--- src/rtl/deq_pkg.sv ---
// shared types and constants for the double-ended queue
package deq_pkg;

	localparam int DEPTH_DEF = 64;
	localparam int DATA_WIDTH_DEF = 32;

	// fixed widths of the request and result fields
	localparam int OP_W = 3;
	localparam int VALUE_W = 32;
	localparam int STATUS_W = 2;
	localparam int COUNT_W = 7;

	// cells per group in the tail select
	localparam int TAIL_GROUP = 8;

	typedef enum logic [OP_W-1:0] {
		OP_PUSH_FRONT = 3'd0,
		OP_PUSH_BACK  = 3'd1,
		OP_POP_FRONT  = 3'd2,
		OP_POP_BACK   = 3'd3,
		OP_CLEAR      = 3'd4
	} op_t;

	typedef enum logic [STATUS_W-1:0] {
		STAT_DONE  = 2'd0,
		STAT_EMPTY = 2'd1,
		STAT_FULL  = 2'd2
	} status_t;

	typedef enum logic {
		ST_IDLE,
		ST_EXEC
	} state_t;

	// one-cycle commands broadcast to every cell
	typedef struct packed {
		logic push_front;
		logic push_back;
		logic pop_front;
		logic pop_back;
		logic clear;
	} cell_ctrl_t;

endpackage

--- src/rtl/deq_cmd_if.sv ---
// request channel: operation and push data
interface deq_cmd_if;
	logic                         valid;
	logic                         ready;
	logic [deq_pkg::OP_W-1:0]     op;
	logic [deq_pkg::VALUE_W-1:0]  push_value;

	modport source (output valid, output op, output push_value, input ready);
	modport sink (input valid, input op, input push_value, output ready);
endinterface

--- src/rtl/deq_rsp_if.sv ---
// result channel: popped value, status and element count
interface deq_rsp_if;
	logic                          valid;
	logic                          ready;
	logic [deq_pkg::VALUE_W-1:0]   pop_value;
	logic [deq_pkg::STATUS_W-1:0]  status;
	logic [deq_pkg::COUNT_W-1:0]   count;

	modport source (output valid, output pop_value, output status, output count, input ready);
	modport sink (input valid, input pop_value, input status, input count, output ready);
endinterface

--- src/rtl/deq_cell.sv ---
// one queue slot: holds an entry and shifts it to either neighbor
module deq_cell #(
	parameter int DATA_WIDTH = deq_pkg::DATA_WIDTH_DEF
) (
	input  logic                    clk,
	input  logic                    arst_n,
	input  deq_pkg::cell_ctrl_t     ctrl,
	input  logic [DATA_WIDTH-1:0]   push_data,
	input  logic                    left_valid,
	input  logic [DATA_WIDTH-1:0]   left_data,
	input  logic                    right_valid,
	input  logic [DATA_WIDTH-1:0]   right_data,
	output logic                    valid,
	output logic [DATA_WIDTH-1:0]   data,
	output logic                    is_last
);
	import deq_pkg::*;

	logic                  valid_q;
	logic [DATA_WIDTH-1:0] data_q;
	logic                  valid_d;
	logic [DATA_WIDTH-1:0] data_d;

	always_comb begin
		valid_d = valid_q;
		data_d  = data_q;
		if (ctrl.clear) begin
			valid_d = 1'b0;
		end else if (ctrl.push_front) begin
			valid_d = left_valid;
			data_d  = left_data;
		end else if (ctrl.pop_front) begin
			valid_d = right_valid;
			data_d  = right_data;
		end else if (ctrl.push_back) begin
			// first empty slot takes the new entry
			if (!valid_q && left_valid) begin
				valid_d = 1'b1;
				data_d  = push_data;
			end
		end else if (ctrl.pop_back) begin
			if (valid_q && !right_valid) begin
				valid_d = 1'b0;
			end
		end
	end

	always_ff @(posedge clk or negedge arst_n) begin
		if (!arst_n) begin
			valid_q <= 1'b0;
		end else begin
			valid_q <= valid_d;
		end
	end

	always_ff @(posedge clk) begin
		data_q <= data_d;
	end

	assign valid   = valid_q;
	assign data    = data_q;
	assign is_last = valid_q && !right_valid;
endmodule

--- src/rtl/deq_tail_sel.sv ---
// picks the back entry: registered group or, then a final or across groups
module deq_tail_sel #(
	parameter int DEPTH      = deq_pkg::DEPTH_DEF,
	parameter int DATA_WIDTH = deq_pkg::DATA_WIDTH_DEF
) (
	input  logic                                clk,
	input  logic [DEPTH-1:0]                    last,
	input  logic [DEPTH-1:0][DATA_WIDTH-1:0]    data,
	output logic [DATA_WIDTH-1:0]               tail_data
);
	import deq_pkg::*;

	localparam int NGROUP = (DEPTH + TAIL_GROUP - 1) / TAIL_GROUP;

	logic [NGROUP-1:0][DATA_WIDTH-1:0] grp_q;

	for (genvar g = 0; g < NGROUP; g++) begin : g_grp
		logic [DATA_WIDTH-1:0] grp_or;

		always_comb begin
			grp_or = '0;
			for (int k = 0; k < TAIL_GROUP; k++) begin
				if (g * TAIL_GROUP + k < DEPTH) begin
					if (last[g * TAIL_GROUP + k]) begin
						grp_or = grp_or | data[g * TAIL_GROUP + k];
					end
				end
			end
		end

		always_ff @(posedge clk) begin
			grp_q[g] <= grp_or;
		end
	end

	// only one cell is last, so an or picks it
	always_comb begin
		tail_data = '0;
		for (int g = 0; g < NGROUP; g++) begin
			tail_data = tail_data | grp_q[g];
		end
	end
endmodule

--- src/rtl/double_ended_queue.sv ---
// bounded double-ended queue built as a row of shifting cells
// flow: a request is registered, run in the exec state, and its result registered;
//   exec holds while a result waits. A new request is taken only when idle, so the
//   tail select register takes in the updated cells before the next back pop
// reset: the queue comes up empty; cell contents are not cleared
module double_ended_queue #(
	parameter int DEPTH      = deq_pkg::DEPTH_DEF,
	parameter int DATA_WIDTH = deq_pkg::DATA_WIDTH_DEF
) (
	input  logic      clk,
	input  logic      arst_n,
	deq_cmd_if.sink   cmd,
	deq_rsp_if.source rsp
);
	import deq_pkg::*;

	localparam int CNT_W  = $clog2(DEPTH + 1);
	localparam int IN_W   = (DATA_WIDTH > VALUE_W) ? DATA_WIDTH : VALUE_W;
	localparam int CEXT_W = (CNT_W > COUNT_W) ? CNT_W : COUNT_W;

	state_t                state_q, state_d;
	logic [OP_W-1:0]       op_q;
	logic [DATA_WIDTH-1:0] value_q;
	logic [CNT_W-1:0]      count_q, count_d;
	logic                  rsp_valid_q;
	logic [VALUE_W-1:0]    pop_value_q;
	status_t               status_q;
	logic [COUNT_W-1:0]    rsp_count_q;

	cell_ctrl_t            ctrl;
	logic                  accept;
	logic                  go;
	logic                  full;
	logic                  empty;
	logic [IN_W-1:0]       push_ext;
	logic [DATA_WIDTH-1:0] popped;
	logic [IN_W-1:0]       popped_ext;
	status_t               status_d;
	logic [CEXT_W-1:0]     count_ext;
	logic [DATA_WIDTH-1:0] tail_data;

	logic [DEPTH-1:0]                 cell_valid;
	logic [DEPTH-1:0]                 cell_last;
	logic [DEPTH-1:0][DATA_WIDTH-1:0] cell_data;

	assign full     = (count_q == CNT_W'(DEPTH));
	assign empty    = (count_q == '0);
	assign push_ext = IN_W'(cmd.push_value);
	assign accept   = cmd.valid && cmd.ready;
	assign go       = (state_q == ST_EXEC) && (!rsp_valid_q || rsp.ready);

	always_ff @(posedge clk or negedge arst_n) begin
		if (!arst_n) begin
			state_q <= ST_IDLE;
		end else begin
			state_q <= state_d;
		end
	end

	always_comb begin
		state_d   = state_q;
		cmd.ready = 1'b0;
		ctrl      = '0;
		count_d   = count_q;
		status_d  = STAT_DONE;
		popped    = '0;
		case (state_q)
			ST_IDLE: begin
				cmd.ready = 1'b1;
				if (cmd.valid) begin
					state_d = ST_EXEC;
				end
			end
			ST_EXEC: begin
				if (go) begin
					state_d = ST_IDLE;
					case (op_q)
						OP_PUSH_FRONT, OP_PUSH_BACK: begin
							if (full) begin
								status_d = STAT_FULL;
							end else begin
								ctrl.push_front = (op_q == OP_PUSH_FRONT);
								ctrl.push_back  = (op_q == OP_PUSH_BACK);
								count_d         = count_q + 1'b1;
							end
						end
						OP_POP_FRONT, OP_POP_BACK: begin
							if (empty) begin
								status_d = STAT_EMPTY;
							end else begin
								ctrl.pop_front = (op_q == OP_POP_FRONT);
								ctrl.pop_back  = (op_q == OP_POP_BACK);
								popped  = (op_q == OP_POP_FRONT) ? cell_data[0] : tail_data;
								count_d = count_q - 1'b1;
							end
						end
						OP_CLEAR: begin
							ctrl.clear = 1'b1;
							count_d    = '0;
						end
						default: begin
						end
					endcase
				end
			end
			default: begin
				state_d = ST_IDLE;
			end
		endcase
	end

	assign popped_ext = IN_W'(popped);
	assign count_ext  = CEXT_W'(count_d);

	always_ff @(posedge clk or negedge arst_n) begin
		if (!arst_n) begin
			count_q     <= '0;
			rsp_valid_q <= 1'b0;
		end else begin
			count_q <= count_d;
			if (go) begin
				rsp_valid_q <= 1'b1;
			end else if (rsp.ready) begin
				rsp_valid_q <= 1'b0;
			end
		end
	end

	always_ff @(posedge clk) begin
		if (accept) begin
			op_q    <= cmd.op;
			value_q <= push_ext[DATA_WIDTH-1:0];
		end
		if (go) begin
			pop_value_q <= popped_ext[VALUE_W-1:0];
			status_q    <= status_d;
			rsp_count_q <= count_ext[COUNT_W-1:0];
		end
	end

	assign rsp.valid     = rsp_valid_q;
	assign rsp.pop_value = pop_value_q;
	assign rsp.status    = status_q;
	assign rsp.count     = rsp_count_q;

	for (genvar i = 0; i < DEPTH; i++) begin : g_cell
		logic                  lv, rv;
		logic [DATA_WIDTH-1:0] ld, rd;

		// the front cell sees the new entry on its left, the last cell an empty slot
		if (i == 0) begin : g_head
			assign lv = 1'b1;
			assign ld = value_q;
		end else begin : g_mid_l
			assign lv = cell_valid[i-1];
			assign ld = cell_data[i-1];
		end

		if (i == DEPTH - 1) begin : g_tail
			assign rv = 1'b0;
			assign rd = '0;
		end else begin : g_mid_r
			assign rv = cell_valid[i+1];
			assign rd = cell_data[i+1];
		end

		deq_cell #(
			.DATA_WIDTH (DATA_WIDTH)
		) u_cell (
			.clk         (clk),
			.arst_n      (arst_n),
			.ctrl        (ctrl),
			.push_data   (value_q),
			.left_valid  (lv),
			.left_data   (ld),
			.right_valid (rv),
			.right_data  (rd),
			.valid       (cell_valid[i]),
			.data        (cell_data[i]),
			.is_last     (cell_last[i])
		);
	end

	deq_tail_sel #(
		.DEPTH      (DEPTH),
		.DATA_WIDTH (DATA_WIDTH)
	) u_tail_sel (
		.clk       (clk),
		.last      (cell_last),
		.data      (cell_data),
		.tail_data (tail_data)
	);
endmodule

--- src/flat_wrapper.sv ---
// flat-port wrapper written by rule: the top's interface ports become plain ports
module double_ended_queue_flat import deq_pkg::*;
#(
	parameter int DEPTH      = deq_pkg::DEPTH_DEF,
	parameter int DATA_WIDTH = deq_pkg::DATA_WIDTH_DEF
)
  (clk, arst_n, cmd_valid, cmd_op, cmd_push_value, cmd_ready, rsp_valid, rsp_pop_value, rsp_status, rsp_count, rsp_ready);
  deq_cmd_if cmd_i ();
  deq_rsp_if rsp_i ();
  input  logic clk;
  input  logic arst_n;
  input wire logic [$bits(cmd_i.valid)-1:0] cmd_valid;
  input wire logic [$bits(cmd_i.op)-1:0] cmd_op;
  input wire logic [$bits(cmd_i.push_value)-1:0] cmd_push_value;
  output wire logic [$bits(cmd_i.ready)-1:0] cmd_ready;
  output wire logic [$bits(rsp_i.valid)-1:0] rsp_valid;
  output wire logic [$bits(rsp_i.pop_value)-1:0] rsp_pop_value;
  output wire logic [$bits(rsp_i.status)-1:0] rsp_status;
  output wire logic [$bits(rsp_i.count)-1:0] rsp_count;
  input wire logic [$bits(rsp_i.ready)-1:0] rsp_ready;
  assign cmd_i.valid = cmd_valid;
  assign cmd_i.op = cmd_op;
  assign cmd_i.push_value = cmd_push_value;
  assign cmd_ready = cmd_i.ready;
  assign rsp_valid = rsp_i.valid;
  assign rsp_pop_value = rsp_i.pop_value;
  assign rsp_status = rsp_i.status;
  assign rsp_count = rsp_i.count;
  assign rsp_i.ready = rsp_ready;
  double_ended_queue #(.DEPTH(DEPTH), .DATA_WIDTH(DATA_WIDTH)) u_core (.clk(clk), .arst_n(arst_n), .cmd(cmd_i), .rsp(rsp_i));
endmodule
--- config.mk ---
export PLATFORM = sky130hd
export DESIGN_NAME = double_ended_queue_flat
export DESIGN_NICKNAME = d
export VERILOG_FILES = /design/src/rtl/deq_pkg.sv /design/src/rtl/deq_cmd_if.sv /design/src/rtl/deq_rsp_if.sv /design/src/rtl/deq_cell.sv /design/src/rtl/deq_tail_sel.sv /design/src/rtl/double_ended_queue.sv /design/src/flat_wrapper.sv
export SDC_FILE = /design/constraint.sdc
export NUM_CORES = 2
export LEC_CHECK = 0
export BUFFER_PORTS_ARGS = -buffer_cell sky130_fd_sc_hd__buf_4
export CORE_ASPECT_RATIO = 0.5
export CORE_MARGIN = 4
export CORE_UTILIZATION = 35
export DETAILED_ROUTE_END_ITERATION = 16
export PLACE_DENSITY = 0.52
export SYNTH_ARGS = -nofsm -noshare
export SYNTH_HDL_FRONTEND = slang
export SYNTH_HIERARCHICAL = 1
export SYNTH_SLANG_ARGS = --single-unit
--- constraint.sdc ---
create_clock -name clk -period 62.1 [get_ports clk]
set_input_delay 12.42 -clock clk [delete_from_list [all_inputs] [get_ports clk]]
set_output_delay 12.42 -clock clk [all_outputs]
set_load 0.02 [all_outputs]
==> reports/summary.txt <==
number of I/O pins: 82
Worst Setup End Kind: flop
Root Driver: clkbuf_16
total power: 6090 uW
clk slew on worst S/H paths: 70 ps
Remaining Overflow, GRT: 0
power density cells: 42.9 nW/um^2
Comb pwr share: 0.309
Final Critical Period: 19180 ps
PnR worst setup slack: 42920 ps
Setup Skew: 128 ps
leakage: 0.0403 uW
DRT Pass-1 Iters: 6
register area share after synthesis: 0.536
cts bufs inserted: 243
CP Launch Type: input pin
vias: 98100
wire length per cell: 26.8 um
Die Ht: 442 um
top_reg_cell synth: edfxtp_1
Net Sw Frac: 0.383
largest net degree at the start of global routing: 247
XOR/XNOR share of the synthesized area: 0.0000663
worst-skew pair later-pin latency: 960 ps
Synth top area share: 0.483
CTS tree: yes
htree depth: 4
commonest non-fill, non-tap cell in the layout: nand2_1
setup bufs post-CTS: 0
HPWL Detailed: 280000 um
initial antenna violation count: 16
commonest cells after routing, fill and taps aside: nand2_1 (2151), edfxtp_1 (2124), mux2i_1 (2048), o21ai_1 (2048), a22oi_1 (1026)
Sw Pwr: 2330 uW
final hold vios: 0
post-DR vias/cell: 5.90
Netlist Area Pre-Place: 132000 sq um
Yosys top cell by area: edfxtp_1
Power Internal: 3760 uW
Core ar.: 376000 sq um
gr usage total: 0.218
Sequential Power Share: 0.437
die area: 388000 sq um
Mapped Cells: 11700
largest family of logic cells by synthesized area: compound AO/OA/AOI/OAI gates
VDD IR max: 0.0277 mV
Yosys reg bits: 2453
Largest stage delay, worst path: 820 ps
DRT iter0 DRCs: 12600
Post-Synth Simple-Gate Area: 0.0865
cts hold-fix bufs: 0
layout net count: 11500
GPL Wtd Cong: 0.831
layout cells sized above 1: 0.0790
Layout area overhead: 7.67%
status: finished, final reports clean
Post-CTS Resized: 0
drc violations: 0
Crit-path slowest cell: buf_4
clock share of power: 0.254
CP required: 62670 ps
final wirelength: 446000 um
crit path cell chain: buf_4, nand2b_1, nand2_1, nor3_2, buf_12, buf_12, buf_4, buf_4, buf_4, buf_4, buf_4, buf_4, mux2i_1, o21ai_1
CTS sink count: 2453
critical path peak fanout: 139
row count: 159
min-delay worst type: flop to flop
CTS Buffer Depth: 4
DP Cell Count: 16200
slew margin rel.: 0.0894
total negative slack: 0 ps
Crit path arrival time: 19750 ps
Port Buffers: 81
RSZ-0062 raised after global routing: no
first-pass GRT wire length: 649000 um
CP Class: input pin to flop
maxcap violations: 0
post-synthesis compound-gate area fraction: 0.156
top post-synthesis cells by area: edfxtp_1 (48%), mux2i_1 (16%), o21ai_1 (7.8%)
vias in the first global route: 92500
post-synthesis mux area share: 0.155
post-route ant nets: 0
Ys Warns: 6
Post-synth ARST share: 0.0298
fin crit share: 0.309
Fmax: 0.0521 GHz
Core Util, Final: 0.379
fin cells: 16600
Adder-Cell Fraction of Synth Area: 0.000190
Final Setup Violations: 0
pre-CTS setup slack: 42290 ps
Netlist cell types: 50
Die Width: 877 um
Slew @ Worst Pin: 1360 ps
initial core utilization: 0.352
Slew Limit Fails: 0
Post-synth EDFFs: 2124
CP most frequent cell: buf_4
syn avg cell area: 11.3 sq um
-- power groups by stage --
stage / clock (uW) / combinational [uW] / sequential, uW
after CTS: 1580 / 1850 / 2650
after global placement: 0 / 1820 / 2680
after global routing: 1650 / 2000 / 2700
after floorplan: 0 / 1230 / 2570
final: 1550 / 1880 / 2670
after detailed placement: 0 / 1840 / 2690
-- kinds of logic after synthesis --
kind of cell / count (synthesis)
AO/OA/AOI/OAI: 3517
multiplexers: 2048
AND/OR/NAND/NOR: 2698
buffers and inverters: 982
other: 2
XOR/XNOR: 1
flip-flops: 2453
adder cells (fa/ha/maj): 2
-- Yosys cell counts (67+ instances only) --
library cell	n
nand2_1	2151
edfxtp_1	2124
mux2i_1	2048
o21ai_1	2048
a22oi_1	1026
buf_2	396
dfxtp_1	256
nand4_1	256
a21oi_1	231
buf_12	192
buf_6	186
clkbuf_1	137
dfrtp_1	73
nor2_1	73
inv_1	69
o21ai_0	68
nor2b_1	67
-- state kept, by name, summed over array words and instances (netlist names), 2 cells and up --
name	count
u_core/count_q	7
u_core/g_cell.ld	32
u_core/g_cell.u_cell/data	2048
u_core/g_cell.u_cell/valid	64
u_core/op_q	3
u_core/rsp.count	7
u_core/rsp.pop_value	32
u_core/rsp.status	2
u_core/u_tail_sel/grp_q	256
-- routing by layer --
| metal | track usage | vias to the layer above | routed length, um |
|---|---|---|---|
| met1 | 0.336 | 49800 | 208000 |
| li1 | - | 43600 | - |
| met4 | 0.0414 | 0 | 8780 |
| met3 | 0.0545 | 474 | 46000 |
| met5 | 0 | - | 0 |
| met2 | 0.308 | 4225 | 183000 |
-- per-stage QoR --
stage	area (sq um)	hold WS (ps)
floorplan	132000	481
global placement	134000	511
detailed placement	134000	519
CTS	142000	488
global route	142000	529
finish	142000	482
-- final timing paths --
check	from	endpoint	slack, ps	depth (start not counted)
min in group asynchronous	arst_n	u_core/g_cell[50].u_cell/valid$_DFFE_PN0P_	11370	1
min reg2reg	u_core/g_cell[43].u_cell/data[8]$_DFFE_PP_	u_core/u_tail_sel/grp_q[168]$_DFF_P_	480	2
max	rsp_ready	u_core/g_cell[34].u_cell/data[8]$_DFFE_PP_	42920	14
max in group asynchronous	arst_n	u_core/g_cell[9].u_cell/valid$_DFFE_PN0P_	49400	2
min	u_core/g_cell[43].u_cell/data[8]$_DFFE_PP_	u_core/u_tail_sel/grp_q[168]$_DFF_P_	480	2
max reg2reg	u_core/count_q[0]$_DFF_PN0_	u_core/g_cell[34].u_cell/data[8]$_DFFE_PP_	53610	15
-- final cells by class --
class | count | area (sq um)
Fill cell | 36900 | 233000
Sequential cell | 2453 | 70700
Multi-Input combinational cell | 8302 | 53900
Clock buffer | 341 | 7070
Tap cell | 4991 | 6240
Timing Repair Buffer | 369 | 2940
Clock inverter | 110 | 1010
Inverter | 69 | 259
Antenna cell | 3 | 7.51
-- critical path: cells and delay by family --
kind,cells,cell delay (ps)
compound gates,1,80
simple gates,3,640
buf+inv,9,5710
mux,1,270
Note: power is estimated with default switching activity, not from simulation.
